[src/clx_pkg.sv]
package clx_pkg;

    // Default build values
    localparam int TEXT_MAX_DEF    = 127;
    localparam int LINE_BITS_DEF   = 24;
    localparam int OFFSET_BITS_DEF = 32;

    localparam int KIND_W      = 5;
    localparam int KW_COUNT    = 9;
    localparam int KW_MAX_LEN  = 6;
    localparam int QUEUE_DEPTH = 4;

    // Token kinds
    localparam logic [KIND_W-1:0] K_END     = 5'd0;
    localparam logic [KIND_W-1:0] K_UNKNOWN = 5'd1;
    localparam logic [KIND_W-1:0] K_IDENT   = 5'd2;
    localparam logic [KIND_W-1:0] K_NUMBER  = 5'd3;
    localparam logic [KIND_W-1:0] K_KEYWORD0 = 5'd4;
    localparam logic [KIND_W-1:0] K_ASSIGN  = 5'd13;
    localparam logic [KIND_W-1:0] K_EQ      = 5'd14;
    localparam logic [KIND_W-1:0] K_NEQ     = 5'd15;
    localparam logic [KIND_W-1:0] K_LT      = 5'd16;
    localparam logic [KIND_W-1:0] K_LE      = 5'd17;
    localparam logic [KIND_W-1:0] K_GT      = 5'd18;
    localparam logic [KIND_W-1:0] K_GE      = 5'd19;
    localparam logic [KIND_W-1:0] K_PLUS    = 5'd20;
    localparam logic [KIND_W-1:0] K_MINUS   = 5'd21;
    localparam logic [KIND_W-1:0] K_STAR    = 5'd22;
    localparam logic [KIND_W-1:0] K_SLASH   = 5'd23;
    localparam logic [KIND_W-1:0] K_LPAREN  = 5'd24;
    localparam logic [KIND_W-1:0] K_RPAREN  = 5'd25;
    localparam logic [KIND_W-1:0] K_LBRACE  = 5'd26;
    localparam logic [KIND_W-1:0] K_RBRACE  = 5'd27;
    localparam logic [KIND_W-1:0] K_SEMI    = 5'd28;
    localparam logic [KIND_W-1:0] K_COMMA   = 5'd29;

    // Characters with special meaning
    localparam logic [7:0] CH_NL    = 8'h0A;
    localparam logic [7:0] CH_SPACE = 8'h20;
    localparam logic [7:0] CH_BANG  = 8'h21;
    localparam logic [7:0] CH_LPAR  = 8'h28;
    localparam logic [7:0] CH_RPAR  = 8'h29;
    localparam logic [7:0] CH_STAR  = 8'h2A;
    localparam logic [7:0] CH_PLUS  = 8'h2B;
    localparam logic [7:0] CH_COMMA = 8'h2C;
    localparam logic [7:0] CH_MINUS = 8'h2D;
    localparam logic [7:0] CH_SLASH = 8'h2F;
    localparam logic [7:0] CH_SEMI  = 8'h3B;
    localparam logic [7:0] CH_LT    = 8'h3C;
    localparam logic [7:0] CH_EQ    = 8'h3D;
    localparam logic [7:0] CH_GT    = 8'h3E;
    localparam logic [7:0] CH_LBRC  = 8'h7B;
    localparam logic [7:0] CH_RBRC  = 8'h7D;

    typedef enum logic [3:0] {
        M_IDLE       = 4'd0,
        M_IDENT      = 4'd1,
        M_NUMBER     = 4'd2,
        M_EQ         = 4'd3,
        M_BANG       = 4'd4,
        M_LT         = 4'd5,
        M_GT         = 4'd6,
        M_SLASH      = 4'd7,
        M_LINE_CMT   = 4'd8,
        M_BLOCK_CMT  = 4'd9,
        M_BLOCK_STAR = 4'd10
    } mode_t;

    // Keyword spellings: int float void if else while for return static
    localparam logic [7:0] KW_TEXT [KW_COUNT][KW_MAX_LEN] = '{
        '{8'h69, 8'h6E, 8'h74, 8'h00, 8'h00, 8'h00},
        '{8'h66, 8'h6C, 8'h6F, 8'h61, 8'h74, 8'h00},
        '{8'h76, 8'h6F, 8'h69, 8'h64, 8'h00, 8'h00},
        '{8'h69, 8'h66, 8'h00, 8'h00, 8'h00, 8'h00},
        '{8'h65, 8'h6C, 8'h73, 8'h65, 8'h00, 8'h00},
        '{8'h77, 8'h68, 8'h69, 8'h6C, 8'h65, 8'h00},
        '{8'h66, 8'h6F, 8'h72, 8'h00, 8'h00, 8'h00},
        '{8'h72, 8'h65, 8'h74, 8'h75, 8'h72, 8'h6E},
        '{8'h73, 8'h74, 8'h61, 8'h74, 8'h69, 8'h63}
    };
    localparam logic [2:0] KW_LEN [KW_COUNT] = '{
        3'd3, 3'd5, 3'd4, 3'd2, 3'd4, 3'd5, 3'd3, 3'd6, 3'd6
    };

    function automatic logic is_alpha(input logic [7:0] c);
        return (c >= 8'h61 && c <= 8'h7A) || (c >= 8'h41 && c <= 8'h5A) || c == 8'h5F;
    endfunction

    function automatic logic is_digit(input logic [7:0] c);
        return c >= 8'h30 && c <= 8'h39;
    endfunction

    function automatic logic is_space(input logic [7:0] c);
        return c == CH_SPACE || (c >= 8'h09 && c <= 8'h0D);
    endfunction

    // Kind of a byte that forms a token by itself
    function automatic logic [KIND_W-1:0] single_kind(input logic [7:0] c);
        logic [KIND_W-1:0] k;
        unique case (c)
            CH_PLUS:  k = K_PLUS;
            CH_MINUS: k = K_MINUS;
            CH_STAR:  k = K_STAR;
            CH_LPAR:  k = K_LPAREN;
            CH_RPAR:  k = K_RPAREN;
            CH_LBRC:  k = K_LBRACE;
            CH_RBRC:  k = K_RBRACE;
            CH_SEMI:  k = K_SEMI;
            CH_COMMA: k = K_COMMA;
            default:  k = K_UNKNOWN;
        endcase
        return k;
    endfunction

    // Drop keywords that cannot match once byte c lands at position pos
    function automatic logic [KW_COUNT-1:0] cand_update(input logic [KW_COUNT-1:0] cand,
                                                        input logic [7:0] pos,
                                                        input logic [7:0] c);
        logic [KW_COUNT-1:0] r;
        r = cand;
        for (int k = 0; k < KW_COUNT; k++) begin
            if (pos >= 8'(KW_LEN[k])) begin
                r[k] = 1'b0;
            end
            else if (KW_TEXT[k][pos[2:0]] != c) begin
                r[k] = 1'b0;
            end
        end
        return r;
    endfunction

    // First surviving keyword of full length, else identifier
    function automatic logic [KIND_W-1:0] ident_kind(input logic [KW_COUNT-1:0] cand,
                                                     input logic [7:0] len);
        logic [KIND_W-1:0] k;
        k = K_IDENT;
        for (int i = KW_COUNT - 1; i >= 0; i--) begin
            if (cand[i] && len == 8'(KW_LEN[i])) begin
                k = KIND_W'(int'(K_KEYWORD0) + i);
            end
        end
        return k;
    endfunction

endpackage

[src/clx_if.sv]
interface clx_in_if;
    logic       valid;
    logic       ready;
    logic [7:0] char_byte;
    logic       end_of_input;

    modport source (output valid, output char_byte, output end_of_input, input ready);
    modport sink   (input valid, input char_byte, input end_of_input, output ready);
endinterface

interface clx_tok_if #(
    parameter int LINE_BITS   = 24,
    parameter int OFFSET_BITS = 32,
    parameter int LEN_BITS    = 7
);
    logic                   valid;
    logic                   ready;
    logic [4:0]             token_kind;
    logic [LINE_BITS-1:0]   token_line;
    logic [OFFSET_BITS-1:0] token_offset;
    logic [LEN_BITS-1:0]    token_length;
    logic                   last_of_run;

    modport source (output valid, output token_kind, output token_line, output token_offset,
                    output token_length, output last_of_run, input ready);
    modport sink   (input valid, input token_kind, input token_line, input token_offset,
                    input token_length, input last_of_run, output ready);
endinterface

interface clx_pair_if #(
    parameter int WIDTH = 8
);
    logic             valid;
    logic             ready;
    logic [WIDTH-1:0] data;

    modport source (output valid, output data, input ready);
    modport sink   (input valid, input data, output ready);
endinterface

[src/clx_scan.sv]
module clx_scan
    import clx_pkg::*;
#(
    parameter int TEXT_MAX    = TEXT_MAX_DEF,
    parameter int LINE_BITS   = LINE_BITS_DEF,
    parameter int OFFSET_BITS = OFFSET_BITS_DEF
)
(
    input  logic         clk,
    input  logic         rst_n,
    clx_in_if.sink       chars,
    clx_pair_if.source   pairs
);
    localparam int LEN_BITS = $clog2(TEXT_MAX + 1);
    localparam int TOK_W    = KIND_W + LINE_BITS + OFFSET_BITS + LEN_BITS;

    mode_t                  mode_reg, mode_next;
    logic [LINE_BITS-1:0]   line_reg, line_next;
    logic [OFFSET_BITS-1:0] off_reg, off_next;
    logic [LINE_BITS-1:0]   sline_reg, sline_next;
    logic [OFFSET_BITS-1:0] soff_reg, soff_next;
    logic [LEN_BITS-1:0]    len_reg, len_next;
    logic [KW_COUNT-1:0]    cand_reg, cand_next;

    logic [7:0]           c;
    logic                 accept;
    logic [LINE_BITS-1:0] line_inc;
    logic [LEN_BITS-1:0]  len_inc;

    // byte seen from between tokens
    logic                idle_emit, idle_begin, idle_nl;
    mode_t               idle_mode;
    logic [KIND_W-1:0]   idle_kind;
    logic [LEN_BITS-1:0] idle_len;
    logic [KW_COUNT-1:0] idle_cand;

    logic              apply_idle, emit_pend, emit_idle, emit_end, pend_twin;
    logic [KIND_W-1:0] pend_kind;
    logic [LEN_BITS-1:0] pend_len;
    logic [TOK_W-1:0]  pend_tok, idle_tok, end_tok;

    assign c        = chars.char_byte;
    assign accept   = chars.valid && chars.ready;
    assign line_inc = (line_reg == '1) ? line_reg : line_reg + LINE_BITS'(1);
    assign len_inc  = (len_reg < LEN_BITS'(TEXT_MAX)) ? len_reg + LEN_BITS'(1) : len_reg;

    always_comb
    begin
        idle_emit  = 1'b0;
        idle_begin = 1'b0;
        idle_nl    = 1'b0;
        idle_mode  = M_IDLE;
        idle_kind  = single_kind(c);
        idle_len   = '0;
        idle_cand  = cand_reg;
        if (c == CH_NL) begin
            idle_nl = 1'b1;
        end
        else if (is_space(c)) begin
            idle_mode = M_IDLE;
        end
        else if (is_alpha(c)) begin
            idle_mode  = M_IDENT;
            idle_begin = 1'b1;
            idle_len   = LEN_BITS'(1);
            idle_cand  = cand_update('1, 8'd0, c);
        end
        else if (is_digit(c)) begin
            idle_mode  = M_NUMBER;
            idle_begin = 1'b1;
            idle_len   = LEN_BITS'(1);
        end
        else begin
            unique case (c)
                CH_EQ:    begin idle_mode = M_EQ;    idle_begin = 1'b1; end
                CH_BANG:  begin idle_mode = M_BANG;  idle_begin = 1'b1; end
                CH_LT:    begin idle_mode = M_LT;    idle_begin = 1'b1; end
                CH_GT:    begin idle_mode = M_GT;    idle_begin = 1'b1; end
                CH_SLASH: begin idle_mode = M_SLASH; idle_begin = 1'b1; end
                default:  idle_emit = 1'b1;
            endcase
        end
    end

    // Kind of the pending token, plain or joined with a following '='
    always_comb
    begin
        pend_len = LEN_BITS'(1);
        unique case (mode_reg)
            M_IDENT:  begin pend_kind = ident_kind(cand_reg, 8'(len_reg)); pend_len = len_reg; end
            M_NUMBER: begin pend_kind = K_NUMBER; pend_len = len_reg; end
            M_EQ:     pend_kind = pend_twin ? K_EQ  : K_ASSIGN;
            M_BANG:   pend_kind = pend_twin ? K_NEQ : K_UNKNOWN;
            M_LT:     pend_kind = pend_twin ? K_LE  : K_LT;
            M_GT:     pend_kind = pend_twin ? K_GE  : K_GT;
            default:  pend_kind = K_SLASH;
        endcase
        if (pend_twin) begin
            pend_len = LEN_BITS'(2);
        end
    end

    always_comb
    begin
        mode_next  = mode_reg;
        line_next  = line_reg;
        off_next   = off_reg;
        sline_next = sline_reg;
        soff_next  = soff_reg;
        len_next   = len_reg;
        cand_next  = cand_reg;
        apply_idle = 1'b0;
        emit_pend  = 1'b0;
        emit_end   = 1'b0;
        pend_twin  = 1'b0;
        if (chars.end_of_input) begin
            // flush, emit end, return to reset state
            unique case (mode_reg)
                M_IDENT, M_NUMBER, M_EQ, M_BANG, M_LT, M_GT, M_SLASH: emit_pend = 1'b1;
                default: emit_pend = 1'b0;
            endcase
            emit_end   = 1'b1;
            mode_next  = M_IDLE;
            line_next  = LINE_BITS'(1);
            off_next   = '0;
            sline_next = LINE_BITS'(1);
            soff_next  = '0;
            len_next   = '0;
            cand_next  = '1;
        end
        else begin
            off_next = off_reg + OFFSET_BITS'(1);
            unique case (mode_reg)
                M_IDENT:
                begin
                    if (is_alpha(c) || is_digit(c)) begin
                        cand_next = cand_update(cand_reg, 8'(len_reg), c);
                        len_next  = len_inc;
                    end
                    else begin
                        emit_pend  = 1'b1;
                        apply_idle = 1'b1;
                    end
                end
                M_NUMBER:
                begin
                    if (is_digit(c)) begin
                        len_next = len_inc;
                    end
                    else begin
                        emit_pend  = 1'b1;
                        apply_idle = 1'b1;
                    end
                end
                M_EQ, M_BANG, M_LT, M_GT:
                begin
                    emit_pend = 1'b1;
                    if (c == CH_EQ) begin
                        pend_twin = 1'b1;
                        mode_next = M_IDLE;
                    end
                    else begin
                        apply_idle = 1'b1;
                    end
                end
                M_SLASH:
                begin
                    if (c == CH_SLASH) begin
                        mode_next = M_LINE_CMT;
                    end
                    else if (c == CH_STAR) begin
                        mode_next = M_BLOCK_CMT;
                    end
                    else begin
                        emit_pend  = 1'b1;
                        apply_idle = 1'b1;
                    end
                end
                M_LINE_CMT:
                begin
                    if (c == CH_NL) begin
                        line_next = line_inc;
                        mode_next = M_IDLE;
                    end
                end
                M_BLOCK_CMT:
                begin
                    if (c == CH_STAR) begin
                        mode_next = M_BLOCK_STAR;
                    end
                    else if (c == CH_NL) begin
                        line_next = line_inc;
                    end
                end
                M_BLOCK_STAR:
                begin
                    if (c == CH_SLASH) begin
                        mode_next = M_IDLE;
                    end
                    else if (c != CH_STAR) begin
                        if (c == CH_NL) begin
                            line_next = line_inc;
                        end
                        mode_next = M_BLOCK_CMT;
                    end
                end
                default:
                begin
                    apply_idle = 1'b1;
                end
            endcase
            if (apply_idle) begin
                mode_next = idle_mode;
                if (idle_nl) begin
                    line_next = line_inc;
                end
                if (idle_begin) begin
                    sline_next = line_reg;
                    soff_next  = off_reg;
                    len_next   = idle_len;
                    cand_next  = idle_cand;
                end
            end
        end
    end

    assign emit_idle = apply_idle && idle_emit;

    assign pend_tok = {pend_kind, sline_reg, soff_reg, pend_len};
    assign idle_tok = {idle_kind, line_reg, off_reg, LEN_BITS'(1)};
    assign end_tok  = {K_END, line_reg, off_reg, LEN_BITS'(0)};

    // Pair: {two tokens, second token, first token}
    assign pairs.data  = {emit_pend && (emit_idle || emit_end),
                          emit_end ? end_tok : idle_tok,
                          emit_pend ? pend_tok : (emit_end ? end_tok : idle_tok)};
    assign pairs.valid = chars.valid && (emit_pend || emit_idle || emit_end);
    assign chars.ready = pairs.ready;

    always_ff @(posedge clk or negedge rst_n)
    begin
        if (!rst_n) begin
            mode_reg  <= M_IDLE;
            line_reg  <= LINE_BITS'(1);
            off_reg   <= '0;
            sline_reg <= LINE_BITS'(1);
            soff_reg  <= '0;
            len_reg   <= '0;
            cand_reg  <= '1;
        end
        else if (accept) begin
            mode_reg  <= mode_next;
            line_reg  <= line_next;
            off_reg   <= off_next;
            sline_reg <= sline_next;
            soff_reg  <= soff_next;
            len_reg   <= len_next;
            cand_reg  <= cand_next;
        end
    end

    a_line_nonzero: assert property (@(posedge clk) disable iff (!rst_n)
        line_reg != '0)
        else $error("line count dropped to zero");

    a_len_capped: assert property (@(posedge clk) disable iff (!rst_n)
        len_reg <= LEN_BITS'(TEXT_MAX))
        else $error("token length above cap");

    a_end_restarts: assert property (@(posedge clk) disable iff (!rst_n)
        (accept && chars.end_of_input) |=> (mode_reg == M_IDLE && off_reg == '0
                                             && line_reg == LINE_BITS'(1)))
        else $error("stream end did not restart the scanner");

endmodule

[src/clx_queue.sv]
module clx_queue
    import clx_pkg::*;
#(
    parameter int WIDTH = 8
)
(
    input  logic        clk,
    input  logic        rst_n,
    clx_pair_if.sink    wr,
    clx_pair_if.source  rd
);
    localparam int PTR_W = $clog2(QUEUE_DEPTH);
    localparam int CNT_W = $clog2(QUEUE_DEPTH + 1);

    logic [WIDTH-1:0] entry_reg [QUEUE_DEPTH];
    logic [PTR_W-1:0] wr_ptr_reg, rd_ptr_reg;
    logic [CNT_W-1:0] count_reg;
    logic             push, pop;

    assign wr.ready = count_reg != CNT_W'(QUEUE_DEPTH);
    assign rd.valid = count_reg != '0;
    assign rd.data  = entry_reg[rd_ptr_reg];
    assign push     = wr.valid && wr.ready;
    assign pop      = rd.valid && rd.ready;

    always_ff @(posedge clk)
    begin
        if (push) begin
            entry_reg[wr_ptr_reg] <= wr.data;
        end
    end

    always_ff @(posedge clk or negedge rst_n)
    begin
        if (!rst_n) begin
            wr_ptr_reg <= '0;
            rd_ptr_reg <= '0;
            count_reg  <= '0;
        end
        else begin
            if (push) begin
                wr_ptr_reg <= wr_ptr_reg + PTR_W'(1);
            end
            if (pop) begin
                rd_ptr_reg <= rd_ptr_reg + PTR_W'(1);
            end
            if (push && !pop) begin
                count_reg <= count_reg + CNT_W'(1);
            end
            else if (pop && !push) begin
                count_reg <= count_reg - CNT_W'(1);
            end
        end
    end

endmodule

[src/clx_emit.sv]
module clx_emit
    import clx_pkg::*;
#(
    parameter int LINE_BITS   = LINE_BITS_DEF,
    parameter int OFFSET_BITS = OFFSET_BITS_DEF,
    parameter int LEN_BITS    = 7
)
(
    input  logic        clk,
    input  logic        rst_n,
    clx_pair_if.sink    pairs,
    clx_tok_if.source   tokens
);
    localparam int TOK_W = KIND_W + LINE_BITS + OFFSET_BITS + LEN_BITS;

    logic                   valid_reg, valid_next;
    logic                   phase_reg, phase_next;
    logic [KIND_W-1:0]      kind_reg;
    logic [LINE_BITS-1:0]   line_reg;
    logic [OFFSET_BITS-1:0] off_reg;
    logic [LEN_BITS-1:0]    len_reg;
    logic                   last_reg;

    logic             slot_free, load, head_two;
    logic [TOK_W-1:0] head_tok;

    assign head_two  = pairs.data[2*TOK_W];
    assign head_tok  = phase_reg ? pairs.data[2*TOK_W-1:TOK_W] : pairs.data[TOK_W-1:0];
    assign slot_free = !valid_reg || tokens.ready;
    assign load      = slot_free && pairs.valid;
    // Release the pair once its last token moves into the output register
    assign pairs.ready = slot_free && (phase_reg || !head_two);

    always_comb
    begin
        valid_next = valid_reg;
        phase_next = phase_reg;
        if (slot_free) begin
            valid_next = pairs.valid;
        end
        if (load) begin
            phase_next = !phase_reg && head_two;
        end
    end

    always_ff @(posedge clk or negedge rst_n)
    begin
        if (!rst_n) begin
            valid_reg <= 1'b0;
            phase_reg <= 1'b0;
        end
        else begin
            valid_reg <= valid_next;
            phase_reg <= phase_next;
        end
    end

    always_ff @(posedge clk)
    begin
        if (load) begin
            kind_reg <= head_tok[TOK_W-1 -: KIND_W];
            line_reg <= head_tok[LEN_BITS+OFFSET_BITS +: LINE_BITS];
            off_reg  <= head_tok[LEN_BITS +: OFFSET_BITS];
            len_reg  <= head_tok[LEN_BITS-1:0];
            last_reg <= phase_reg || !head_two;
        end
    end

    assign tokens.valid        = valid_reg;
    assign tokens.token_kind   = kind_reg;
    assign tokens.token_line   = line_reg;
    assign tokens.token_offset = off_reg;
    assign tokens.token_length = len_reg;
    assign tokens.last_of_run  = last_reg;

endmodule

[src/c_subset_lexer_unit.sv]
// Streaming tokenizer for a small C subset.
// chars:  one source byte per item (char_byte), or an item with
//         end_of_input set that flushes any pending token and emits an end
//         token; char_byte is ignored on such an item.
// tokens: one item per token with kind, start line, start byte offset,
//         length (saturating at TEXT_MAX) and last_of_run, which marks the
//         last token caused by one input item.
// Throughput: one input item per cycle while the queue has room. An item
//   may cause zero, one or two tokens; the output side sends one token per
//   cycle, so a run of bytes that each close two tokens is limited to one
//   token per cycle there. Path: a token is stored in a queue entry and
//   then loaded into the output register; a second token closed by the
//   same byte is loaded after it.
// Structure: the scanner classifies each byte in the cycle it is accepted
//   and pushes a token pair into a four-entry queue; the emitter drains
//   pairs one token at a time into the output register.
// Stalls: when tokens.ready is low the output register holds; the queue
//   absorbs up to four pairs before chars.ready drops.
// Reset: line 1, offset 0, no pending token; the same state is restored
//   after every end-of-input item, ready for the next stream.
module c_subset_lexer_unit
    import clx_pkg::*;
#(
    parameter int TEXT_MAX    = TEXT_MAX_DEF,
    parameter int LINE_BITS   = LINE_BITS_DEF,
    parameter int OFFSET_BITS = OFFSET_BITS_DEF
)
(
    input  logic        clk,
    input  logic        rst_n,
    clx_in_if.sink      chars,
    clx_tok_if.source   tokens
);
    localparam int LEN_BITS = $clog2(TEXT_MAX + 1);
    localparam int TOK_W    = KIND_W + LINE_BITS + OFFSET_BITS + LEN_BITS;
    localparam int PAIR_W   = 2 * TOK_W + 1;

    // scanner to queue, queue to emitter
    clx_pair_if #(.WIDTH(PAIR_W)) scan_pairs ();
    clx_pair_if #(.WIDTH(PAIR_W)) queued_pairs ();

    clx_scan #(
        .TEXT_MAX    (TEXT_MAX),
        .LINE_BITS   (LINE_BITS),
        .OFFSET_BITS (OFFSET_BITS)
    ) u_scan (
        .clk   (clk),
        .rst_n (rst_n),
        .chars (chars),
        .pairs (scan_pairs.source)
    );

    clx_queue #(
        .WIDTH (PAIR_W)
    ) u_queue (
        .clk   (clk),
        .rst_n (rst_n),
        .wr    (scan_pairs.sink),
        .rd    (queued_pairs.source)
    );

    clx_emit #(
        .LINE_BITS   (LINE_BITS),
        .OFFSET_BITS (OFFSET_BITS),
        .LEN_BITS    (LEN_BITS)
    ) u_emit (
        .clk    (clk),
        .rst_n  (rst_n),
        .pairs  (queued_pairs.sink),
        .tokens (tokens)
    );

endmodule
[src/flat_wrapper.sv]
// flat-port wrapper written by rule: the top's interface ports become plain ports
module c_subset_lexer_unit_flat import clx_pkg::*;
#(
    parameter int TEXT_MAX    = TEXT_MAX_DEF,
    parameter int LINE_BITS   = LINE_BITS_DEF,
    parameter int OFFSET_BITS = OFFSET_BITS_DEF
)
  (clk, rst_n, chars_valid, chars_char_byte, chars_end_of_input, chars_ready, tokens_valid, tokens_token_kind, tokens_token_line, tokens_token_offset, tokens_token_length, tokens_last_of_run, tokens_ready);
  clx_in_if chars_i ();
  clx_tok_if #(.LINE_BITS(LINE_BITS), .OFFSET_BITS(OFFSET_BITS)) tokens_i ();
  input  logic clk;
  input  logic rst_n;
  input wire logic [$bits(chars_i.valid)-1:0] chars_valid;
  input wire logic [$bits(chars_i.char_byte)-1:0] chars_char_byte;
  input wire logic [$bits(chars_i.end_of_input)-1:0] chars_end_of_input;
  output wire logic [$bits(chars_i.ready)-1:0] chars_ready;
  output wire logic [$bits(tokens_i.valid)-1:0] tokens_valid;
  output wire logic [$bits(tokens_i.token_kind)-1:0] tokens_token_kind;
  output wire logic [$bits(tokens_i.token_line)-1:0] tokens_token_line;
  output wire logic [$bits(tokens_i.token_offset)-1:0] tokens_token_offset;
  output wire logic [$bits(tokens_i.token_length)-1:0] tokens_token_length;
  output wire logic [$bits(tokens_i.last_of_run)-1:0] tokens_last_of_run;
  input wire logic [$bits(tokens_i.ready)-1:0] tokens_ready;
  assign chars_i.valid = chars_valid;
  assign chars_i.char_byte = chars_char_byte;
  assign chars_i.end_of_input = chars_end_of_input;
  assign chars_ready = chars_i.ready;
  assign tokens_valid = tokens_i.valid;
  assign tokens_token_kind = tokens_i.token_kind;
  assign tokens_token_line = tokens_i.token_line;
  assign tokens_token_offset = tokens_i.token_offset;
  assign tokens_token_length = tokens_i.token_length;
  assign tokens_last_of_run = tokens_i.last_of_run;
  assign tokens_i.ready = tokens_ready;
  c_subset_lexer_unit #(.TEXT_MAX(TEXT_MAX), .LINE_BITS(LINE_BITS), .OFFSET_BITS(OFFSET_BITS)) u_core (.clk(clk), .rst_n(rst_n), .chars(chars_i), .tokens(tokens_i));
endmodule
[config.mk]
export PLATFORM = sky130hd
export DESIGN_NAME = c_subset_lexer_unit_flat
export DESIGN_NICKNAME = d
export VERILOG_FILES = /design/src/clx_pkg.sv /design/src/clx_if.sv /design/src/clx_scan.sv /design/src/clx_queue.sv /design/src/clx_emit.sv /design/src/c_subset_lexer_unit.sv /design/src/flat_wrapper.sv
export SDC_FILE = /design/constraint.sdc
export NUM_CORES = 1
export LEC_CHECK = 0
export BUFFER_PORTS_ARGS = -buffer_cell sky130_fd_sc_hd__clkbuf_2
export CELL_PAD_IN_SITES_DETAIL_PLACEMENT = 1
export CELL_PAD_IN_SITES_GLOBAL_PLACEMENT = 2
export CORE_ASPECT_RATIO = 1.75
export CORE_MARGIN = 2
export CORE_UTILIZATION = 40
export CTS_CLUSTER_SIZE = 24
export DETAILED_ROUTE_END_ITERATION = 10
export PLACE_DENSITY = 0.8
export SLEW_MARGIN = 20
export SYNTH_ARGS = -nofsm -noshare
export SYNTH_HDL_FRONTEND = slang
export SYNTH_SLANG_ARGS = --single-unit
[constraint.sdc]
create_clock -name clk -period 11.3 [get_ports clk]
set_input_delay 1.695 -clock clk [delete_from_list [all_inputs] [get_ports clk]]
set_output_delay 1.695 -clock clk [all_outputs]
set_load 0.03 [all_outputs]
* After elaboration in Yosys (flattened, before gate mapping) *
Memories as Yosys holds them, arrays and structs flattened.
Cells that the tools add are included.

storage, ports and cells
  bits of input ports = 13
  register bits = 210
  memories = 10
  memory bits (writable) = 548
  logic and storage cells = 303
  bits in read-only memories = 576

operators by class
  eq/ne operators = 59
  reduce and logical (&&, ||, !) cells = 51
  $lt $le $gt $ge = 15
  multiplexer cells = 143
  bitwise operators = 1
  $add $sub $neg = 7

memories
  memory                    words  width  read ports  clocked after Yosys merged registers in  write ports  line             text
  u_core.u_queue.entry_reg  4      137    1           0                                        1            clx_queue.sv:15  logic [WIDTH-1:0] entry_reg [QUEUE_DEPTH];
  (name not given)          8      8      1           0                                        0            clx_pkg.sv:125   else if (KW_TEXT[k][pos[2:0]] != c) begin
  (name not given)          8      8      1           0                                        0            clx_pkg.sv:125
  (name not given)          8      8      1           0                                        0            clx_pkg.sv:125
  (name not given)          8      8      1           0                                        0            clx_pkg.sv:125
  (name not given)          8      8      1           0                                        0            clx_pkg.sv:125
  +4 memories               -      -      -           -                                        -            -

operators with widths
  cell                   count
  $mux 24                11
  $mux 68                3
  $mux 8                 18
  $mux 32                4
  $eq 8x6->1 const B     13
  $mux 9                 8
  $ne 8x8->1             9
  $pmux 24 s3            1
  $mux 1                 57
  $mux 7                 8
  $ne 7x8->1 const A     7
  $pmux 5 s9             1
  $mux 4                 11
  $mux 5                 8
  $add 32x1->32 const B  1
  $pmux 5 s6             1
  $add 24x1->24 const B  1
  $eq 24x24->1 const B   1
  $eq 8x7->1 const B     3
  $logic_and 1x1->1      24
  $ne 4x4->1 const B     6
  $eq 7x3->1 const B     3
  $ge 7x3->1 const B     3
  $pmux 4 s5             1
  other kinds (42)       73

* Logic depth before layout (Yosys ltp) *
Gate-level depths: netlist of run 1.

  word-level depth = 18
  depth in mapped cells = 14
  gate-level depth less buffers = 12

* Modules after synthesis *
A second synthesis of run 1 with hierarchy kept.

second synthesis, totals
  cell total of the unflattened synthesis = 2,157
  area total of the unflattened synthesis = 33,337.0 µm²

by module, submodules not included
  module     instances  cells an instance  seq. area each (µm²)  area each (µm²)
  clx_queue  1          751                16,631.0              20,181.9
  clx_scan   1          1,252              3,316.9               10,128.5
  clx_emit   1          154                2,122.0               3,026.7

* Worst setup path before layout of run 1 *
No wires, ideal clock.

  path type = in2reg
  start point = input chars_char_byte[3]
  end point = memory u_core.u_queue.entry_reg[0][0] (netlist bit) (enable)
  cell stages on the path = 8
  slack = 4.542 ns
  path buffers = 1
  arrival = 6.252 ns
  data required time = 10.794 ns
  setup time = 0.506 ns
  cells stage by stage = or2_2 > clkbuf_1 > o311ai_1 > o211a_1 > o32ai_2 > nor3_1 > o31a_1 > and2_1

between the ends
  longest elaborated chain between the ends = 16
  elaborated cells between the ends (all ways) = 48

ends and longest elaborated chain
  element                                          line                text
  start: declaration                               flat_wrapper.sv:14  input wire logic [$bits(chars_i.char_byte)-1:0] chars_char_byte;
  $ge 8x7->1 / $le 8x7->1 (equally long branches)  clx_pkg.sv:86       return (c >= 8'h61 && c <= 8'h7A) || (c >= 8'h41 && c <= 8'h5A) || c == 8'h5F;
  $logic_and 1x1->1                                clx_pkg.sv:86
  $logic_or 1x1->1 (2 in a row)                    clx_pkg.sv:86
  $logic_or 1x1->1                                 clx_scan.sv:136     if (is_alpha(c) || is_digit(c)) begin
  $mux 1                                           clx_scan.sv:136
  $pmux 1 s5                                       clx_scan.sv:133     unique case (mode_reg)
  $mux 1 (2 in a row)                              clx_scan.sv:116     if (chars.end_of_input) begin
  $logic_and 1x1->1                                clx_scan.sv:227     assign emit_idle = apply_idle && idle_emit;
  $logic_or 1x1->1 (*) (2 in a row)                clx_scan.sv:237     assign pairs.valid = chars.valid && (emit_pend || emit_idle || emit_end);
  $logic_and 1x1->1 (*)                            clx_scan.sv:237
  $logic_and 1x1->1 (*)                            clx_queue.sv:23     assign push = wr.valid && wr.ready;
  via u_core.u_queue.push                          clx_queue.sv:18     logic push, pop;
  $mux 1 (*)                                       clx_queue.sv:28     if (push) begin
  $mux 1 (not written as such) (*)                 clx_queue.sv:29     entry_reg[wr_ptr_reg] <= wr.data;
  end: declaration                                 clx_queue.sv:15

Mark *: on every way through the listed nets, which the timed path passes. The rest lies on a longest branch. The select of a mux whose other input is x is not followed.

* Worst setup path after layout of run 1 *
  start point = input chars_char_byte[3]
  end point = memory u_core.u_queue.entry_reg[2][48] (netlist bit) (enable)

Same word-level chain as after synthesis.

==> results of run 1 <==
[worst reg2reg max path, delay by kind of cell (launching register included)]
| kind | cells | cell delay (ns) |
|---|---|---|
| AND/OR/NAND/NOR | 3 | 1.49 |
| flip-flops | 1 | 0.72 |
| AO/OA/AOI/OAI | 4 | 1.13 |
| buffers and inverters | 2 | 1.41 |
[metrics by stage]
| stage | power (mW) | setup slack (ns) | instance area [µm²] |
|---|---|---|---|
| floorplan | 5.41 | 4.54 | 31600 |
| global placement | 6.03 | 4.60 | 33000 |
| detailed placement | 6.11 | 4.51 | 33000 |
| CTS | 8.46 | 5.12 | 35300 |
| finish | 8.34 | 5.10 | 35300 |
| global route | 8.69 | 4.90 | 35300 |
[cell usage in the layout, fill, tap and decap left out, types with 7 or more instances in the layout]
cell	n
bufinv_16	7
nand2_1	100
nor2_1	108
xnor2_1	28
mux2_2	119
clkbuf_2	82
a22o_1	57
a21oi_1	66
mux2i_1	12
a31oi_1	18
or3_1	11
nand3_1	39
clkbuf_16	69
and3_1	23
clkinv_2	8
nand2b_1	18
ha_1	15
nor4_1	9
mux4_2	131
nor3_1	38
a21o_1	8
nand4_1	22
inv_1	25
o22ai_1	10
buf_4	24
o21a_1	8
xor2_1	29
clkbuf_1	17
edfxtp_1	593
o21ai_0	83
nor2b_1	19
and2_1	7
dfstp_2	11
dfrtp_1	127
[cells by family after synthesis]
kind of cell,Yosys count,synth area share (%)
buffers and inverters,161,2.10
flip-flops,734,67.6
adder cells (fa/ha/maj),16,0.657
AND/OR/NAND/NOR,434,6.90
multiplexers,262,14.0
XOR/XNOR,57,1.58
AO/OA/AOI/OAI,333,7.23
[power groups by stage]
stage,Clock [mW],Combinational (mW),Sequential (mW)
4_1_cts,2.38,2.20,3.88
5_1_grt,2.46,2.31,3.92
3_3_place_gp,0,2.14,3.89
3_5_place_dp,0,2.18,3.93
2_1_floorplan,0,1.38,4.03
6_report,2.32,2.15,3.86
[final timing paths]
| kind | from | end | slack (ns) | depth (start not counted) |
|---|---|---|---|---|
| setup / recovery | chars_char_byte[3] | u_core.u_queue.entry_reg[2][48] | 5.10 | 10 |
| setup reg to reg | u_core.u_scan.mode_reg[1] | u_core.u_queue.entry_reg[2][48] | 6.09 | 9 |
| hold reg to reg | u_core.u_scan.cand_reg[1] | u_core.u_scan.cand_reg[1] | 0.48 | 1 |
| max in group asynchronous | rst_n | u_core.u_scan.soff_reg[23] | 8.64 | 2 |
| hold / removal | u_core.u_scan.cand_reg[1] | u_core.u_scan.cand_reg[1] | 0.48 | 1 |
| min in group asynchronous | rst_n | u_core.u_scan.soff_reg[28] | 1.17 | 1 |
[synth_stat cells, drive strengths merged, types with 4 or more instances]
library cell	instances	area share, %
a21o	8	0.19
mux2i	12	0.38
o31ai	4	0.095
dfrtp	130	10
o41ai	5	0.14
nand3b	4	0.095
nor2b	19	0.38
o22ai	10	0.20
a211oi	8	0.27
and2	12	0.24
o21a	8	0.19
and3	23	0.46
o21ai	88	1.4
xnor2	28	0.78
a2bb2oi	5	0.14
ha	15	0.59
and4	5	0.14
a21boi	4	0.095
nand2b	18	0.36
a21oi	67	1.1
nand4	22	0.44
mux2	119	4.2
inv	25	0.30
edfxtp	593	56
a31oi	18	0.36
nand3	39	0.62
nor4	10	0.22
mux4	131	9.3
nand2	101	1.2
dfstp	11	0.91
nor2	109	1.3
nor3	38	0.60
or3	12	0.25
clkbuf	83	0.99
o211ai	6	0.16
or4	4	0.11
xor2	29	0.80
a22o	57	1.6
o221ai	4	0.11
or2	7	0.14
buf	52	0.81
[final cells by class]
type / instances / area share [%]
Clock buffer: 91 / 5.27
Multi-Input combinational cell: 1102 / 27.3
Timing Repair Buffer: 110 / 1.92
Tap cell: 1035 / 3.67
Sequential cell: 734 / 60.5
Inverter: 26 / 0.276
Clock inverter: 30 / 1.10
[layer usage]
layer | vias up | track usage (%) | share of wire [%]
met5 | - | 0 | 0
met4 | 0 | 8.67 | 4.1
met3 | 149 | 2.65 | 3.5
met1 | 9355 | 22.5 | 38
met2 | 418 | 36.6 | 54
li1 | 7911 | - | -
==> impl_metrics.csv, run 1 <==
group,metric,value,unit
outcome,run_status,"complete, no violations",
global_route,grt_antenna_before_repair,0,
synthesis,post_synth_num_cell_types,89,
place,place.gp.congestion,0.868,
finish,multi_input_area,9630,µm²
power_and_ir_drop,power_density,236,nW/µm²
global_route,grt-ovfl-total,0,
clocking,clk_path_buf_depth,3,
finish,max_ffs_per_register,524,
worst_hold_path,holdCritPathClass,"register to register",
sta,worst-slew-pin-transition,1.11,ns
global_route,grt_first_pass_wirelength,122,mm
clocking,clk_latency,0.62,ns
critical_path,count_of_buffer_and_inverter_cells_on_the_critical_path,3,
routing,detail_route.iter0.violations,963,
finish,post_route_cells_drive_above_1_share,24.1,%
critical_path,crit_chain,"clkbuf_2 -> or2_2 -> o311ai_1 -> o211a_1 -> o32ai_2 -> nor3_1 -> o31a_1 -> and2_4 -> buf_4 -> buf_4",
synthesis,synthFlopType,"edfxtp_1",
floorplanning,num_rows,136,
clocking,clk_pin_slew_worst_paths,0.07,ns
clocking,clock_tree_from_tritoncts,"done",
global_route,largest_net_degree_at_the_start_of_global_routing,88,
finish,regArea,21400,µm²
global_route,overall_track_demand_over_capacity_in_global_routing,19.7,%
synthesis,synthesis.area_per_instance,15.8,µm²
clocking,post_cts_hold_buffer_count,0,
clocking,clock_tree.htree_level_count,3,
critical_path,critical_path_arrival,6.43,ns
power_and_ir_drop,power.static_leakage,12.5,nW
synthesis,post_synth_instance_area,31600,µm²
power_and_ir_drop,power_frac_clock,27.8,%
finish,n_antenna_cell,0,
critical_path,critical_path_required,11.53,ns
critical_path,biggest_fanout_along_the_worst_timing_path,60,
routing,detail_route.wirelength,79.5,mm
place,dp_cells,3005,
critical_path,max_stage_delay_on_crit_path,0.80,ns
sta,hold-worst-slack,0.482,ns
place,hpwl,48.6,mm
place,count_of_buffers_from_port_buffering,83,
clocking,cts_sinks,734,
floorplanning,die_height,376,µm
critical_path,cp_top_family,"buffers and inverters",
critical_path,timing.setup.critical_path_class,"input pin to register",
synthesis,synth_seq_area_share,67.6,%
routing,via_count,17800,
power_and_ir_drop,p_comb_share,25.8,%
synthesis,ys_async_sr_fraction,19.2,%
floorplanning,core_area,78400,µm²
clocking,post_cts_resized,0,
sta,clock.fmax,161,MHz
power_and_ir_drop,switching_share,30.6,%
floorplanning,count_of_boundary_i_o_pins,84,
synthesis,synthesis.instances,1997,
synthesis,synth_enable_flop_cells,593,
finish,fin_util,45.0,%
sta,slew_headroom,25.7,%
power_and_ir_drop,seq_power_share,46.3,%
sta,rsz_0062_raised_after_global_routing,"no",
clocking,cts_setup_buffers,0,
finish,finalNetCount,2069,
global_route,first_global_vias,19800,
routing,ant_nets,0,
synthesis,synth_seq_cells,734,
power_and_ir_drop,cell_int_power,5.78,mW
floorplanning,floorplan.die.width,216,µm
sta,layout_worst_path_cycle_share,54.9,%
sta,finalHoldViolCount,0,
critical_path,cpMostUsedCell,"buf_4",
sta,final_max_slew_viol_count,0,
power_and_ir_drop,worst_ir_drop_vdd,0.000157,V
floorplanning,design.die.area,81300,µm²
sta,report.final.setup_viol,0,
critical_path,worst_path_max_delay_cell,"buf_4",
sta,timing.clock.skew,0.0219,ns
power_and_ir_drop,total_switching_power,2.55,mW
floorplanning,initial_core_utilization,40.3,%
clocking,cts.root.buffer_cell,"clkbuf_16",
routing,routedWlPerCell,25.4,µm
finish,fillers,7582,
finish,fin_cells,3128,
finish,layout-area-overhead-vs-synth,11.7,%
critical_path,worst_setup_path_start_kind,"input pin",
sta,fin_crit,6.20,ns
routing,drt_pass1_iterations,5,
routing,vias_per_cell,5.70,
critical_path,setup.worst_path.end_class,"register",
synthesis,yosys_warnings,0,
sta,setup_tns,0,ns
synthesis,synth_fp_nets,2026,
run,maxCapViolCount,0,
routing,remaining_drc_errors,0,
clocking,cts_buffer_count,66,
Power figures use the tool's default switching activity.
==> run 2: changes to the inputs <==
clock period = 5.8 ns   (was 11.3 ns; I/O delays follow)
==> impl_metrics.csv, run 2 (synthesis gave the netlist of run 1 again) <==
group,metric,value,unit
floorplanning,design.die.area,81300,µm²
routing,detail_route.wirelength,79.7,mm
critical_path,biggest_fanout_along_the_worst_timing_path,32,
place,dpl_cell_area,33200,µm²
clocking,clk_path_buf_depth,3,
global_route,grt_antenna_before_repair,0,
sta,clock.fmax,246,MHz
critical_path,reg2reg_from,"u_core.u_scan.mode_reg[1]",
place,hpwl,50.8,mm
floorplanning,die_height,376,µm
place,place.gp.congestion,0.847,
finish,design_area,35500,µm²
power_and_ir_drop,power_density,459,nW/µm²
finish,max_ffs_per_register,524,
floorplanning,num_rows,136,
clocking,clk_latency,0.63,ns
power_and_ir_drop,seq_power_share,45.2,%
place,count_of_buffers_from_port_buffering,83,
sta,setup_tns,0,ns
clocking,cts_setup_buffers,0,
sta,final_max_slew_viol_count,0,
global_route,grt_first_pass_wirelength,124,mm
routing,ant_nets,0,
power_and_ir_drop,p_comb_share,27.1,%
finish,regArea,21400,µm²
floorplanning,initial_core_utilization,40.3,%
routing,drt_pass1_iterations,5,
finish,layout-area-overhead-vs-synth,12.2,%
routing,remaining_drc_errors,0,
critical_path,timing.setup.critical_path_class,"input pin to register",
critical_path,critical_path_required,6.35,ns
sta,hold-worst-slack,0.267,ns
global_route,grt-ovfl-total,0,
sta,rsz_0062_raised_after_global_routing,"no",
critical_path,reg2reg_depth,8,
power_and_ir_drop,worst_ir_drop_vdd,0.000287,V
sta,worst-slew-pin-transition,1.05,ns
critical_path,setup.worst_path.end_class,"register",
floorplanning,core_area,78400,µm²
finish,layout.cells.most_common_list,"edfxtp_1 (593), mux4_2 (131), dfrtp_1 (127)",
power_and_ir_drop,total_switching_power,5.01,mW
finish,fin_util,45.2,%
finish,finalNetCount,2077,
clocking,post_cts_hold_buffer_count,0,
global_route,largest_net_degree_at_the_start_of_global_routing,94,
clocking,cts_sinks,734,
finish,multi_input_area,9640,µm²
finish,post_route_cells_drive_above_1_share,25.2,%
outcome,run_status,"complete, no violations",
power_and_ir_drop,cell_int_power,11.3,mW
sta,slew_headroom,29.3,%
floorplanning,floorplan.die.width,216,µm
sta,timing.final.ws_setup,1.74,ns
floorplanning,count_of_boundary_i_o_pins,84,
place,dp_cells,3020,
power_and_ir_drop,power.static_leakage,12.5,nW
run,maxCapViolCount,0,
sta,report.final.setup_viol,0,
sta,fin_crit,4.06,ns
clocking,cts.root.buffer_cell,"clkbuf_16",
clocking,clock_tree.htree_level_count,2,
clocking,post_cts_resized,0,
sta,layout_worst_path_cycle_share,70.0,%
power_and_ir_drop,post-layout-total-power,16.3,mW
critical_path,critPathLaunch,"chars_char_byte[1]",
routing,vias_per_cell,5.72,
finish,fillers,7610,
place,worst_setup_slack_before_clock_tree_synthesis,1.10,ns
worst_hold_path,holdCritPathClass,"input pin to asynchronous set/reset pin",
global_route,overall_track_demand_over_capacity_in_global_routing,19.9,%
clocking,clk_pin_slew_worst_paths,0.07,ns
finish,fin_cells,3135,
sta,timing.clock.skew,0.0308,ns
power_and_ir_drop,switching_share,30.8,%
sta,finalHoldViolCount,0,
routing,detail_route.iter0.violations,1057,
critical_path,critical_path_arrival,4.61,ns
finish,n_antenna_cell,0,
power_and_ir_drop,power_frac_clock,27.7,%
clocking,cts_buffer_count,61,
critical_path,worst_setup_path_start_kind,"input pin",
clocking,clock_tree_from_tritoncts,"done",
global_route,first_global_vias,20000,
finish,most_frequent_standard_cell_in_the_layout_excluding_fill_and_tap_cells,"edfxtp_1",
routing,routedWlPerCell,25.4,µm
routing,via_count,17900,
-- run 2: changes by cell type in the layout (fill, tap and decap cells not counted), sizes merged --
| cell | delta |
|---|---|
| buf | +13 |
| inv | +1 |
| clkbuf | -15 |
| clkinvlp | +6 |
| bufinv | +2 |
-- run 2: final cells by class --
class / count / share of cell area (%)
Sequential cell: 734 / 60.2
Multi-Input combinational cell: 1102 / 27.2
Clock buffer: 76 / 4.90
Tap cell: 1035 / 3.65
Timing Repair Buffer: 123 / 2.39
Clock inverter: 39 / 1.38
Inverter: 26 / 0.275
-- run 2: worst paths after layout --
kind                       slack [ns]                    endpoint
max                              1.74  u_core.u_scan.sline_reg[1]
min reg2reg                      0.49   u_core.u_scan.cand_reg[0]
max reg2reg                      1.78  u_core.u_scan.sline_reg[1]
min in group clk                 0.45  u_core.u_emit.tokens.valid
min                              0.27   u_core.u_scan.off_reg[27]
max in group asynchronous        4.25    u_core.u_scan.off_reg[0]
-- run 2: power groups by stage --
stage / Sequential [mW] / Clock, mW / Combinational [mW]
floorplan: 7.80 / 0 / 2.68
global placement: 7.41 / 0 / 4.40
detailed placement: 7.48 / 0 / 4.49
CTS: 7.38 / 4.60 / 4.52
global route: 7.46 / 4.77 / 4.73
finish: 7.36 / 4.51 / 4.41
-- run 2: worst max-delay path: stages --
cell      delay [ns]
clkbuf_2        0.37
or2_1           0.44
o311ai_1        0.38
o211a_1         0.34
o32ai_2         0.14
o21ba_2         0.61
and2_2          0.82
buf_4           0.40
a22o_1          0.20
-- run 2: per-layer routing --
layer	vias up	wire length, µm	global-route usage (%)
met5	-	0	0
met4	0	3870	9.33
met3	155	2500	1.89
met2	400	43000	36.8
met1	9450	30300	22.9
li1	7914	-	-
